==> config.mk <==
export PLATFORM = sky130hd
export DESIGN_NAME = timeline_event_window_dispatcher
export DESIGN_NICKNAME = d
export VERILOG_FILES = /design/src/sv/twd_pkg.sv /design/src/sv/timeline_event_window_dispatcher.sv /design/src/sv/twd_front.sv /design/src/sv/twd_back.sv
export SDC_FILE = /design/constraint.sdc
export NUM_CORES = 2
export LEC_CHECK = 0
export BUFFER_PORTS_ARGS = -buffer_cell sky130_fd_sc_hd__buf_2
export CAP_MARGIN = 10
export CORE_ASPECT_RATIO = 0.8
export CORE_UTILIZATION = 35
export CTS_BUF_LIST = sky130_fd_sc_hd__clkbuf_2 sky130_fd_sc_hd__clkbuf_4 sky130_fd_sc_hd__clkbuf_8
export DETAILED_ROUTE_END_ITERATION = 8
export GPL_TIMING_DRIVEN = 0
export PLACE_DENSITY_LB_ADDON = 0.3
export SYNTH_ARGS = -nofsm -noshare
export SYNTH_HDL_FRONTEND = slang
export SYNTH_SLANG_ARGS = --single-unit
==> constraint.sdc <==
create_clock -name i_clk -period 13.17 [get_ports i_clk]
set_clock_uncertainty 0.1 [all_clocks]
set_input_delay 0.6585 -clock i_clk [delete_from_list [all_inputs] [get_ports i_clk]]
set_output_delay 0.6585 -clock i_clk [all_outputs]
set_load 0.01 [all_outputs]
==> src/sv/twd_pkg.sv <==
// package for the timeline event window dispatcher
// holds the result kinds, command and register codes, back end states and the queue word format
`timescale 1ns / 1ps
`default_nettype none

package twd_pkg;

    localparam logic       CMD_LOAD        = 1'b0;
    localparam logic       CMD_ADVANCE     = 1'b1;

    localparam logic [1:0] REG_PLAY_LENGTH = 2'd0;
    localparam logic [1:0] REG_ENTRY_COUNT = 2'd1;
    localparam logic [1:0] REG_SHORT_EPS   = 2'd2;

    typedef enum logic [2:0] {
        KIND_DONE    = 3'd0,
        KIND_INSTANT = 3'd1,
        KIND_BEGIN   = 3'd2,
        KIND_TICK    = 3'd3,
        KIND_END     = 3'd4
    } t_kind;

    typedef enum logic [2:0] {
        ST_IDLE,
        ST_CLAMP,
        ST_DUR,
        ST_HIT,
        ST_EMIT,
        ST_DONE
    } t_state;

    // one classified word between front and back
    typedef struct packed {
        logic               is_adv;
        logic [2:0]         slot;
        logic [31:0]        start;
        logic [31:0]        length;
        logic [1:0]         nseg;
        logic               rev;
        logic               step_nz;
        logic [30:0]        amt;
        logic signed [32:0] lo0;
        logic signed [32:0] hi0;
        logic signed [32:0] lo1;
        logic signed [32:0] hi1;
    } t_desc;

    typedef struct packed {
        logic  valid;
        t_desc desc;
    } t_q_head;

endpackage

`default_nettype wire

==> src/sv/timeline_event_window_dispatcher.sv <==
// top level of the timeline event window dispatcher: configuration port,
// front end queue and back end walker; depends on twd_pkg, twd_front, twd_back
//
// usage: input words arrive on i_in_valid / o_in_ready, results leave on
// o_out_valid / i_out_ready; registers play_length (0x0), entry_count (0x4)
// and short_epsilon (0x8) are written through the apb port; the user must
// do so only while idle, the block does not enforce it; a load word writes
// one table entry and gives no result; an advance walks its nseg window
// segments (0 to 2) over the count examined entries, using the per entry
// clamp, duration, crossing and emit steps of the back end
// the two deep queue takes further words while the back end is busy
// results come from one output register; a stalled receiver holds it and
// the walk waits, words still enter the queue until it is full
// the done word closes every advance with last high
// reset clears the queue, the walker and the registers (short_epsilon to 7);
// table entries are undefined until loaded
`timescale 1ns / 1ps
`default_nettype none

module timeline_event_window_dispatcher #(
    parameter int TABLE_DEPTH = 8
) (
    input  wire logic                 i_clk,
    input  wire logic                 i_rst_n,
    input  wire logic                 psel,
    input  wire logic                 penable,
    input  wire logic                 pwrite,
    input  wire logic [3:0]           paddr,
    input  wire logic [31:0]          pwdata,
    output logic [31:0]               prdata,
    output logic                      pready,
    input  wire logic                 i_in_valid,
    output logic                      o_in_ready,
    input  wire logic                 i_cmd,
    input  wire logic [2:0]           i_entry_slot,
    input  wire logic signed [31:0]   i_entry_start,
    input  wire logic signed [31:0]   i_entry_length,
    input  wire logic signed [31:0]   i_prev_time,
    input  wire logic signed [31:0]   i_cur_time,
    input  wire logic                 i_wrapped,
    input  wire logic                 i_backward,
    input  wire logic signed [31:0]   i_step_time,
    output logic                      o_out_valid,
    input  wire logic                 i_out_ready,
    output logic [2:0]                o_event_kind,
    output logic [2:0]                o_event_slot,
    output logic [30:0]               o_tick_amount,
    output logic                      o_last
);

    logic [30:0] r_play_length;
    logic [3:0]  r_entry_count;
    logic [15:0] r_short_eps;
    logic        w_cfg_wr;
    twd_pkg::t_q_head w_head;
    logic        w_pop;

    assign pready   = 1'b1;
    assign w_cfg_wr = psel && penable && pwrite && pready;

    always_ff @(posedge i_clk) begin
        if (!i_rst_n) begin
            r_play_length <= 31'd0;
            r_entry_count <= 4'd0;
            r_short_eps   <= 16'd7;
        end else if (w_cfg_wr) begin
            unique case (paddr[3:2])
                twd_pkg::REG_PLAY_LENGTH: r_play_length <= pwdata[30:0];
                twd_pkg::REG_ENTRY_COUNT: r_entry_count <= pwdata[3:0];
                twd_pkg::REG_SHORT_EPS:   r_short_eps   <= pwdata[15:0];
                default: begin
                end
            endcase
        end
    end

    always_comb begin
        unique case (paddr[3:2])
            twd_pkg::REG_PLAY_LENGTH: prdata = {1'b0, r_play_length};
            twd_pkg::REG_ENTRY_COUNT: prdata = {28'd0, r_entry_count};
            twd_pkg::REG_SHORT_EPS:   prdata = {16'd0, r_short_eps};
            default:                  prdata = 32'd0;
        endcase
    end

    twd_front u_front (
        .i_clk          (i_clk),
        .i_rst_n        (i_rst_n),
        .i_valid        (i_in_valid),
        .o_ready        (o_in_ready),
        .i_cmd          (i_cmd),
        .i_entry_slot   (i_entry_slot),
        .i_entry_start  (i_entry_start),
        .i_entry_length (i_entry_length),
        .i_prev_time    (i_prev_time),
        .i_cur_time     (i_cur_time),
        .i_wrapped      (i_wrapped),
        .i_backward     (i_backward),
        .i_step_time    (i_step_time),
        .i_play_length  (r_play_length),
        .i_entry_count  (r_entry_count),
        .i_short_eps    (r_short_eps),
        .o_head         (w_head),
        .i_pop          (w_pop)
    );

    twd_back #(
        .TABLE_DEPTH (TABLE_DEPTH)
    ) u_back (
        .i_clk          (i_clk),
        .i_rst_n        (i_rst_n),
        .i_head         (w_head),
        .o_pop          (w_pop),
        .i_play_length  (r_play_length),
        .i_entry_count  (r_entry_count),
        .i_short_eps    (r_short_eps),
        .o_valid        (o_out_valid),
        .i_ready        (i_out_ready),
        .o_event_kind   (o_event_kind),
        .o_event_slot   (o_event_slot),
        .o_tick_amount  (o_tick_amount),
        .o_last         (o_last)
    );

    a_last_is_done: assert property (@(posedge i_clk) disable iff (!i_rst_n)
        (o_out_valid && o_last) |-> (o_event_kind == twd_pkg::KIND_DONE))
        else $error("last set on a word that is not done");

    a_amt_only_tick: assert property (@(posedge i_clk) disable iff (!i_rst_n)
        (o_out_valid && o_event_kind != twd_pkg::KIND_TICK) |-> (o_tick_amount == 31'd0))
        else $error("tick amount on a word that is not a tick");

    a_done_slot_zero: assert property (@(posedge i_clk) disable iff (!i_rst_n)
        (o_out_valid && o_event_kind == twd_pkg::KIND_DONE) |-> (o_event_slot == 3'd0 && o_last))
        else $error("done word without last or with a slot");

    a_pop_needs_head: assert property (@(posedge i_clk) disable iff (!i_rst_n)
        w_pop |-> w_head.valid)
        else $error("queue popped while empty");

endmodule

`default_nettype wire

==> src/sv/twd_front.sv <==
// front end: accepts input words, classifies them into segment descriptors
// and holds them in a two deep queue; depends on twd_pkg
`timescale 1ns / 1ps
`default_nettype none

module twd_front (
    input  wire logic                 i_clk,
    input  wire logic                 i_rst_n,
    input  wire logic                 i_valid,
    output logic                      o_ready,
    input  wire logic                 i_cmd,
    input  wire logic [2:0]           i_entry_slot,
    input  wire logic signed [31:0]   i_entry_start,
    input  wire logic signed [31:0]   i_entry_length,
    input  wire logic signed [31:0]   i_prev_time,
    input  wire logic signed [31:0]   i_cur_time,
    input  wire logic                 i_wrapped,
    input  wire logic                 i_backward,
    input  wire logic signed [31:0]   i_step_time,
    input  wire logic [30:0]          i_play_length,
    input  wire logic [3:0]           i_entry_count,
    input  wire logic [15:0]          i_short_eps,
    output twd_pkg::t_q_head          o_head,
    input  wire logic                 i_pop
);

    twd_pkg::t_desc r_q [2];
    logic           r_wr;
    logic           r_rd;
    logic [1:0]     r_cnt;
    twd_pkg::t_desc w_desc;
    logic           w_push;
    logic           w_pop;

    logic signed [32:0] w_prev33;
    logic signed [32:0] w_cur33;
    logic signed [32:0] w_len33;
    logic signed [32:0] w_eps33;

    assign w_prev33 = {i_prev_time[31], i_prev_time};
    assign w_cur33  = {i_cur_time[31], i_cur_time};
    assign w_len33  = signed'({2'b00, i_play_length});
    assign w_eps33  = signed'({17'd0, i_short_eps});

    always_comb begin
        w_desc         = '0;
        w_desc.is_adv  = (i_cmd == twd_pkg::CMD_ADVANCE);
        w_desc.slot    = i_entry_slot;
        w_desc.start   = i_entry_start;
        w_desc.length  = i_entry_length;
        w_desc.rev     = i_backward;
        w_desc.step_nz = (i_step_time != 32'sd0);
        if (i_step_time[31]) begin
            w_desc.amt = (i_step_time == 32'sh8000_0000) ? 31'h7fff_ffff
                                                         : 31'(-i_step_time);
        end else begin
            w_desc.amt = i_step_time[30:0];
        end
        if (i_play_length == 31'd0 || i_entry_count == 4'd0) begin
            w_desc.nseg = 2'd0;
        end else if (!i_wrapped) begin
            w_desc.nseg = 2'd1;
        end else begin
            w_desc.nseg = 2'd2;
        end
        w_desc.lo0 = w_prev33;
        w_desc.hi0 = w_cur33;
        w_desc.lo1 = w_prev33;
        w_desc.hi1 = w_cur33;
        if (i_wrapped) begin
            if (!i_backward) begin
                w_desc.hi0 = w_len33;
                w_desc.lo1 = -w_eps33;
            end else begin
                w_desc.hi0 = 33'sd0;
                w_desc.lo1 = w_len33 + w_eps33;
            end
        end
    end

    assign o_ready = (r_cnt != 2'd2);
    assign w_push  = i_valid && o_ready;
    assign w_pop   = i_pop && (r_cnt != 2'd0);

    always_ff @(posedge i_clk) begin
        if (!i_rst_n) begin
            r_wr  <= 1'b0;
            r_rd  <= 1'b0;
            r_cnt <= 2'd0;
        end else begin
            if (w_push) begin
                r_wr <= ~r_wr;
            end
            if (w_pop) begin
                r_rd <= ~r_rd;
            end
            r_cnt <= r_cnt + {1'b0, w_push} - {1'b0, w_pop};
        end
    end

    always_ff @(posedge i_clk) begin
        if (w_push) begin
            r_q[r_wr] <= w_desc;
        end
    end

    assign o_head.valid = (r_cnt != 2'd0);
    assign o_head.desc  = r_q[r_rd];

endmodule

`default_nettype wire

==> src/sv/twd_back.sv <==
// back end: event table, per entry walk over the window segments and the
// result register; depends on twd_pkg and the queue head of twd_front
`timescale 1ns / 1ps
`default_nettype none

module twd_back #(
    parameter int TABLE_DEPTH = 8
) (
    input  wire logic                 i_clk,
    input  wire logic                 i_rst_n,
    input  wire twd_pkg::t_q_head     i_head,
    output logic                      o_pop,
    input  wire logic [30:0]          i_play_length,
    input  wire logic [3:0]           i_entry_count,
    input  wire logic [15:0]          i_short_eps,
    output logic                      o_valid,
    input  wire logic                 i_ready,
    output logic [2:0]                o_event_kind,
    output logic [2:0]                o_event_slot,
    output logic [30:0]               o_tick_amount,
    output logic                      o_last
);

    localparam int IDX_W = (TABLE_DEPTH > 1) ? $clog2(TABLE_DEPTH) : 1;
    localparam int MAX_C = (TABLE_DEPTH < 8) ? TABLE_DEPTH : 8;

    logic [31:0] r_start [TABLE_DEPTH];
    logic [31:0] r_len   [TABLE_DEPTH];

    twd_pkg::t_state r_state, n_state;
    logic            r_seg, n_seg;
    logic [2:0]      r_idx, n_idx;
    logic [30:0]     r_s, n_s;
    logic [30:0]     r_e, n_e;
    logic            r_short, n_short;
    logic signed [32:0] r_rawend, n_rawend;
    logic [2:0]      r_pend, n_pend;
    twd_pkg::t_kind  r_k0, n_k0;
    twd_pkg::t_kind  r_k1, n_k1;
    twd_pkg::t_kind  r_k2, n_k2;

    logic            r_out_valid, n_out_valid;
    twd_pkg::t_kind  r_kind, n_kind;
    logic [2:0]      r_slot, n_slot;
    logic [30:0]     r_amt, n_amt;
    logic            r_last, n_last;

    twd_pkg::t_desc  w_d;
    logic [3:0]      w_count;
    logic [3:0]      w_idx4;
    logic [3:0]      w_slot4;
    logic            w_wr;
    logic            w_free;
    logic signed [31:0] w_rs, w_rl;
    logic signed [32:0] w_rs33, w_rl33, w_len33, w_eps33;
    logic [30:0]     w_room;
    logic signed [32:0] w_room33, w_srl, w_s33, w_e33, w_lo, w_hi;
    logic [30:0]     w_dur;
    logic            w_active, w_hs, w_he, w_tick, w_last_idx, w_last_seg;

    assign w_d     = i_head.desc;
    assign w_count = (i_entry_count > 4'(MAX_C)) ? 4'(MAX_C) : i_entry_count;
    assign w_idx4  = {1'b0, r_idx};
    assign w_slot4 = {1'b0, w_d.slot};
    assign w_rs    = signed'(r_start[w_idx4[IDX_W-1:0]]);
    assign w_rl    = signed'(r_len[w_idx4[IDX_W-1:0]]);
    assign w_rs33  = {w_rs[31], w_rs};
    assign w_rl33  = {w_rl[31], w_rl};
    assign w_len33 = signed'({2'b00, i_play_length});
    assign w_eps33 = signed'({17'd0, i_short_eps});
    assign w_room  = i_play_length - r_s;
    assign w_room33 = signed'({2'b00, w_room});
    assign w_srl   = signed'({2'b00, r_s}) + w_rl33;
    assign w_s33   = signed'({2'b00, r_s});
    assign w_e33   = signed'({2'b00, r_e});
    assign w_lo    = r_seg ? w_d.lo1 : w_d.lo0;
    assign w_hi    = r_seg ? w_d.hi1 : w_d.hi0;
    assign w_free  = !r_out_valid || i_ready;
    assign w_last_idx = ({1'b0, r_idx} + 4'd1 == w_count);
    assign w_last_seg = r_seg || (w_d.nseg == 2'd1);

    assign w_dur = w_rl[31] ? 31'd0 : ((w_rl33 > w_room33) ? w_room : w_rl[30:0]);
    assign w_active = (w_rl33 > w_eps33) && (w_rs33 <= w_hi) && (w_hi < r_rawend);

    always_comb begin
        if (!w_d.rev) begin
            w_hs = (w_lo < w_s33) && (w_s33 <= w_hi);
            w_he = (w_lo < w_e33) && (w_e33 <= w_hi);
            w_tick = w_d.step_nz && (w_hs || w_active);
        end else begin
            w_hs = (w_hi <= w_s33) && (w_s33 < w_lo);
            w_he = (w_hi <= w_e33) && (w_e33 < w_lo);
            w_tick = w_d.step_nz && (w_he || w_active);
        end
    end

    always_ff @(posedge i_clk) begin
        if (!i_rst_n) begin
            r_state     <= twd_pkg::ST_IDLE;
            r_out_valid <= 1'b0;
        end else begin
            r_state     <= n_state;
            r_out_valid <= n_out_valid;
        end
    end

    always_ff @(posedge i_clk) begin
        r_seg    <= n_seg;
        r_idx    <= n_idx;
        r_s      <= n_s;
        r_e      <= n_e;
        r_short  <= n_short;
        r_rawend <= n_rawend;
        r_pend   <= n_pend;
        r_k0     <= n_k0;
        r_k1     <= n_k1;
        r_k2     <= n_k2;
        r_kind   <= n_kind;
        r_slot   <= n_slot;
        r_amt    <= n_amt;
        r_last   <= n_last;
        if (w_wr) begin
            r_start[w_slot4[IDX_W-1:0]] <= w_d.start;
            r_len[w_slot4[IDX_W-1:0]]   <= w_d.length;
        end
    end

    always_comb begin
        n_state     = r_state;
        n_seg       = r_seg;
        n_idx       = r_idx;
        n_s         = r_s;
        n_e         = r_e;
        n_short     = r_short;
        n_rawend    = r_rawend;
        n_pend      = r_pend;
        n_k0        = r_k0;
        n_k1        = r_k1;
        n_k2        = r_k2;
        n_out_valid = r_out_valid && !i_ready;
        n_kind      = r_kind;
        n_slot      = r_slot;
        n_amt       = r_amt;
        n_last      = r_last;
        o_pop       = 1'b0;
        w_wr        = 1'b0;
        unique case (r_state)
            twd_pkg::ST_IDLE: begin
                if (i_head.valid) begin
                    if (!w_d.is_adv) begin
                        w_wr  = (w_slot4 < 4'(TABLE_DEPTH));
                        o_pop = 1'b1;
                    end else if (w_d.nseg == 2'd0) begin
                        n_state = twd_pkg::ST_DONE;
                    end else begin
                        n_seg   = 1'b0;
                        n_idx   = 3'd0;
                        n_state = twd_pkg::ST_CLAMP;
                    end
                end
            end
            twd_pkg::ST_CLAMP: begin
                if (w_rs[31]) begin
                    n_s = 31'd0;
                end else if (w_rs33 > w_len33) begin
                    n_s = i_play_length;
                end else begin
                    n_s = w_rs[30:0];
                end
                n_rawend = w_rs33 + w_rl33;
                n_state  = twd_pkg::ST_DUR;
            end
            twd_pkg::ST_DUR: begin
                if (w_rl[31]) begin
                    n_e = r_s;
                end else if (w_rl33 > w_room33) begin
                    n_e = i_play_length;
                end else begin
                    n_e = w_srl[30:0];
                end
                n_short = (w_dur <= {15'd0, i_short_eps});
                n_state = twd_pkg::ST_HIT;
            end
            twd_pkg::ST_HIT: begin
                if (r_short) begin
                    n_pend = {2'b00, w_hs};
                    n_k0   = twd_pkg::KIND_INSTANT;
                end else if (!w_d.rev) begin
                    n_pend = {w_he, w_tick, w_hs};
                    n_k0   = twd_pkg::KIND_BEGIN;
                    n_k2   = twd_pkg::KIND_END;
                end else begin
                    n_pend = {w_hs, w_tick, w_he};
                    n_k0   = twd_pkg::KIND_END;
                    n_k2   = twd_pkg::KIND_BEGIN;
                end
                n_k1    = twd_pkg::KIND_TICK;
                n_state = twd_pkg::ST_EMIT;
            end
            twd_pkg::ST_EMIT: begin
                if (r_pend == 3'd0) begin
                    if (!w_last_idx) begin
                        n_idx   = r_idx + 3'd1;
                        n_state = twd_pkg::ST_CLAMP;
                    end else if (!w_last_seg) begin
                        n_idx   = 3'd0;
                        n_seg   = 1'b1;
                        n_state = twd_pkg::ST_CLAMP;
                    end else begin
                        n_state = twd_pkg::ST_DONE;
                    end
                end else if (w_free) begin
                    n_out_valid = 1'b1;
                    n_slot      = r_idx;
                    n_last      = 1'b0;
                    n_amt       = 31'd0;
                    priority if (r_pend[0]) begin
                        n_kind    = r_k0;
                        n_pend[0] = 1'b0;
                    end else if (r_pend[1]) begin
                        n_kind    = r_k1;
                        n_amt     = w_d.amt;
                        n_pend[1] = 1'b0;
                    end else begin
                        n_kind    = r_k2;
                        n_pend[2] = 1'b0;
                    end
                end
            end
            twd_pkg::ST_DONE: begin
                if (w_free) begin
                    n_out_valid = 1'b1;
                    n_kind      = twd_pkg::KIND_DONE;
                    n_slot      = 3'd0;
                    n_amt       = 31'd0;
                    n_last      = 1'b1;
                    o_pop       = 1'b1;
                    n_state     = twd_pkg::ST_IDLE;
                end
            end
            default: begin
                n_state = twd_pkg::ST_IDLE;
            end
        endcase
    end

    assign o_valid       = r_out_valid;
    assign o_event_kind  = r_kind;
    assign o_event_slot  = r_slot;
    assign o_tick_amount = r_amt;
    assign o_last        = r_last;

endmodule

`default_nettype wire
-- Yosys cells after proc, flatten, opt, wreduce, memory -nomap -nowiden
Memory sizes are Yosys's and may differ from the RTL's. A register that Yosys moved wholly into a read port is not among the register bits.
Index checks and enable logic that the tools add are counted.
- register bits after elaboration: 206
- memory bits (writable): 982
- input bits: 209
- output and inout port bits: 73
- logic and storage cells: 205
- memories kept: 3
- $add $sub $neg: 10
- magnitude comparators: 16
- equal/unequal tests: 23
- muxes and demuxes: 85
- bitwise gates (word level): 3
- reductions and logical operators: 42
- memory list (memory ; words ; width ; read ports ; clocked after Yosys merged registers in ; write ports ; line ; source):
    u_front.r_q ; 2 ; 235 ; 1 ; 1 ; 1 ; twd_front.sv:27 ; twd_pkg::t_desc r_q [2];
    u_back.r_len ; 8 ; 32 ; 1 ; 1 ; 1 ; twd_back.sv:28 ; logic [31:0] r_len [TABLE_DEPTH];
    u_back.r_start ; 8 ; 32 ; 1 ; 1 ; 1 ; twd_back.sv:27 ; logic [31:0] r_start [TABLE_DEPTH];
- operators by type and width (kind ; number):
    $mux 31 ; 12
    $le 32x33->1 ; 3
    $pmux 31 s3 ; 1
    $mux 3 ; 27
    $le 33x32->1 ; 2
    $lt 32x33->1 ; 2
    $lt 33x32->1 ; 2
    $mux 33 ; 2
    $mux 66 ; 1
    $gt 32x32->1 ; 2
    $mux 64 ; 1
    $pmux 31 s2 ; 1
    $add 32x32->33 ; 1
    $lt 33x33->1 ; 1
    $neg 16->33 ; 1
    $add 31x16->32 ; 1
    $eq 32x32->1 const B ; 1
    $gt 32x17->1 ; 1
    $reduce_bool 32->1 ; 1
    $add 31x31->31 ; 1
    $le 31x16->1 ; 1
    $logic_not 31->1 ; 1
    $neg 31->31 ; 1
    $sub 31x31->31 ; 1
    other kinds (35) ; 111

-- Depth between registers and ports, before layout
- depth after elaboration: 10
- mapped depth: 34
- gate-level depth less buffers: 32

-- Hierarchy
Synthesis repeated with hierarchy kept, for this count alone.
- cells, all modules: 4389
- area, all modules: 60128.9 um2
- modules (own cells, without submodules) (module ; instances ; cells an instance ; area an instance (um2) ; seq. area each (um2)):
    twd_back ; 1 ; 2885 ; 37644.9 ; 19899.1
    twd_front ; 1 ; 1237 ; 20044.2 ; 14033.5
    timeline_event_window_dispatcher ; 1 ; 267 ; 2439.8 ; 1021.0

-- Worst setup path after synthesis
No wires, ideal clock.
- kind: input-to-reg
- start: input port i_in_valid
- end: register u_front.r_wr
- library setup time: 0.103 ns
- data arrival time: 11.124 ns
- required time: 12.967 ns
- setup slack: 1.843 ns
- stages: 3
- buffers on the path: 0
- cell sequence: nand2_1 nor2_1 o21a_1
- word-level cells in the longest chain between the ends: 1
- RTL lines (what ; line ; source):
    from (decl) ; timeline_event_window_dispatcher.sv:32 ; input wire logic i_in_valid,
    $logic_and 1x1->1 ; twd_front.sv:82 ; assign w_push = i_valid && o_ready;
    to (signal assigned) ; twd_front.sv:92 ; r_wr <= ~r_wr;
    to (decl) ; twd_front.sv:28 ; logic r_wr;
No other way between the ends.
A chain may end at the register's enable or synchronous reset.

==> summary.md <==
| Metric | Value |
|---|---|
| Status | finished, final reports clean |
| Via density | 5.33 |
| Hpwl dp | 137 mm |
| Die H | between 300 and 400 um |
| Post-synth cell types | 80 |
| Cts bufs inserted | 195 |
| Die Wd | between 400 and 500 um |
| Worst-path clk slew | 0.07 ns |
| Synth Area in Compound Gates | a little under a tenth |
| Die ar. | 171000 um2 |
| Place WS | 3.03 ns |
| Crit-path max FO | 11 |
| Async S/R FF share, synth | 0% |
| Post-route antenna net violation count | 0 |
| Net Sw Frac | 40.5% |
| Synth-to-layout area growth | 18.9% |
| GR peak layer | met2 |
| Mux cell area share after synthesis | 10.9% |
| Starting DRT DRC Count | around 3800 |
| Yosys reg bits | 1185 |
| Root buf cell | clkbuf_8 |
| Htree depth | 4 |
| Total track usage | 20.9% |
| Crit end category | flop |
| Clock Path Buffers | 3 |
| Sequential share of power | 30.9% |
| Leak Pwr | roughly 26 nW |
| Drt wl/cell | between 20 and 25 um |
| Seq/Total Area, Yosys | between 50% and 60% |
| Power Dens Cells | between 200 and 250 nW/um2 |
| Vias in the first global route | 38800 |
| Reg-to-Reg End | u_back.r_short |
| Met2 Use GR | around a third |
| # Post-CTS Setup Buffers | 0 |
| Final setup violation count | 0 |
| Cell Area, Synth | just under 60000 um2 |
| R2R depth | 28 |
| CTS sink cnt | 1185 |
| Layout Nets | 5644 |
| NetSw | 6.75 mW |
| WHS Endpoint | u_front.r_wr |
| Row count | 134 |
| Grt ovf | 0 |
| Main combinational cell family by area after synthesis | multiplexers |
| Grt met3 use | 4.84% |
| Largest net degree at the start of global routing | 59 |
| Worst path arrival time | about 11 ns |
| Clk_lat worst skew | 0.94 ns |
| Slowest stage cell, crit path | o41ai_2 |
| Setup TNS | 0 ns |
| Vias | 39600 |
| Hold crit path type | in2reg |
| # DRC | 0 |
| Worst Setup Start Kind | flop |
| Mapped Cells | around 4300 |
| Pint | about 10 mW |
| Crit Path Category | reg2reg |
| Syn_nets | roughly 4900 |
| CTS tree | yes |
| Number of synthesized flops with an enable pin | approximately 1100 |
| Max Fclk | a little under 100 MHz |
| Met1 usage | 29.5% |
| Simple-gate share of the synthesized area | about 7.7% |
| Final period util | 79.0% |
| Initial DRT Pass Iterations | 6 |
| Layout cell share with drive strength beyond 1 | 19.6% |
| Initial antenna violation count | 20 |
| Core Region | between 150000 and 200000 um2 |
| Setup slack after layout | 2.77 ns |
| Total wire length | 181 mm |
| Worst vdd ir | between 100 and 150 uV |
| Fin crit period | 10.40 ns |
| First-pass GRT wire length | around 260 mm |
| Syn_area_per_cell | 13.7 um2 |
| Logic pwr share | 49.2% |
| Clock share of power | between 15 and 20% |
| RSZ-0062 raised after global routing | no |
| WHS Path Cells | 4 |
| GP Congestion | 0.932 |
| Adder-Cell Fraction of Synth Area | 8.51% |
| Worst EP required | 13.79 ns |
| R2R setup slack | 2.77 ns |
| Final Hold Violating Endpoints | 0 |
| Post-Synth XOR/XNOR Area | between 2 and 2.5% |
| I/O Pins | 282 |
| I/O Buffers | 272 |
| YS warnings | 0 |
| Max-cap violations | 0 |
| Count of final max-slew check failures | 0 |
| Initial Utilization | 35.4% |
| Relative slew slack | 5.97% |
| Slowest stage delay, CP | 0.89 ns |
| Top_reg_cell synth | edfxtp_1 |
| Hold path startpoint | i_in_valid |
| Worst-margin pin slew | 1.40 ns |
[layout make-up]
type | count | area [um2]
buffer | 161 | 639
fill | 15600 | 97000
clock inverter | 92 | 769
inverter | 235 | 882
tap | 2244 | 2810
antenna | 8 | 20.0
multi-input combinational | 2733 | 22800
sequential | 1185 | 35000
timing repair buffer | 524 | 4330
clock buffer | 256 | 3170
[cell families after synthesis]
group / count (synthesis)
DFF: 1185
and+or+nand+nor: 979
AOI/OAI and AO/OA: 821
adders and majority gates: 400
buffers and inverters: 396
muxes: 387
xor gates and xnor gates: 144
other: 2
[per-layer routing]
layer | wire length [um] | share of wire (%)
met5 | 157 | 0.087
met2 | 80300 | 44
met3 | 14700 | 8.1
met4 | 5450 | 3.0
met1 | 80000 | 44
[cells in the mapped netlist (all sizes together) (16+ instances only)]
library cell  instances  share of area [%]
edfxtp             1122                 57
ha                  396                8.4
nor2                307                1.9
nand2               287                1.8
inv                 234                1.5
a21oi               231                2.0
mux4                191                7.3
o21ai               145                1.2
mux2                130                2.5
clkbuf              114               0.72
a21o                 95                1.2
xnor2                76                1.1
nand4                71               0.75
xor2                 68                1.0
mux2i                66                1.1
dfxtp                63                2.1
nor3                 59               0.50
nand3                58               0.49
a211oi               53               0.67
a21boi               51               0.65
buf                  47               0.35
o21a                 47               0.60
nor2b                44               0.47
nor4                 35               0.37
o2bb2ai              32               0.47
nand2b               26               0.27
and3                 23               0.24
a31oi                22               0.23
o31ai                18               0.23
and2                 16               0.17
or3                  16               0.20
[placed cells by master, fill, tap and decap left out, drive strengths merged, types with 13 or more instances in the layout]
cell type	Yosys	final
edfxtp	1122	1122
ha	396	396
clkbuf	114	370
buf	47	369
nor2	307	307
nand2	287	287
inv	234	243
a21oi	231	231
dlygate4sd3	0	202
mux4	191	191
o21ai	145	145
mux2	130	130
a21o	95	95
xnor2	76	76
clkinv	1	73
nand4	71	71
xor2	68	68
mux2i	66	66
dfxtp	63	63
nor3	59	59
nand3	58	58
a211oi	53	53
a21boi	51	51
o21a	47	47
nor2b	44	44
nor4	35	35
o2bb2ai	32	32
nand2b	26	26
and3	23	23
a31oi	22	22
o31ai	18	18
and2	16	16
or3	16	16
o211ai	15	15
o221ai	15	15
o21bai	13	13
[through the flow]
step / cells / hold slack, ns / area (um2) / util [%] / total power [mW]
4_1_cts: 7429 / 0.0179 / 70300 / 42.0 / 16.7
6_report: 7438 / 0.124 / 70400 / 42.0 / 16.7
5_1_grt: 7434 / 0.0844 / 70400 / 42.0 / 17.7
3_5_place_dp: 6879 / 0.446 / 64400 / 38.5 / 13.2
2_1_floorplan: 4314 / 0.383 / 59200 / - / 10.7
3_3_place_gp: 6830 / 0.430 / 63300 / 37.9 / 13.1
[registers in the layout (all words and copies together) (netlist names), 3 cells and up, named ones only]
register	count
u_back.r_start	256
u_back.r_s	31
u_back.r_e	31
u_back.r_state	3
u_back.o_tick_amount	31
u_back.o_event_kind	3
u_back.r_idx	3
r_entry_count	4
u_back.r_rawend	33
r_short_eps	16
u_back.r_len	256
u_back.o_event_slot	3
u_back.r_k0	3
u_front.r_q	464
u_back.r_pend	3
r_play_length	31
[power by group through the flow]
stage          clock network [mW]  logic, mW  registers, mW
3_3_place_gp                    0       7.79           5.36
3_5_place_dp                    0       8.00           5.22
5_1_grt                      3.54       9.00           5.18
6_report                     3.31       8.21           5.15
2_1_floorplan                   0       5.42           5.24
4_1_cts                      3.39       8.11           5.15
[how the worst max path moves through the flow]
stage	to	cells past startpoint	from	slack [ns]
floorplan	u_front.r_wr	3	i_in_valid	1.84
global placement	u_front.r_q[0][168]	3	i_in_valid	-5.28
detailed placement	u_back.r_short	28	flop	3.03
CTS	u_back.r_short	28	flop	3.01
global route	u_back.r_short	28	flop	2.38
finish	u_back.r_short	28	flop	2.77
[worst max-delay path, delay by kind of cell (launching register included)]
kind / cells / cell delay (ns)
buf+inv: 7 / 3.64
compound gates: 13 / 3.20
simple gates: 4 / 1.34
mux: 2 / 0.81
fa+ha+maj: 2 / 0.71
flops: 1 / 0.36
[repair_timing]
item,in CTS,in global routing
hold buffers,202,0
resized for setup,0,0
hold endpoints to repair,500,0
Power figures use the tool's default switching activity.
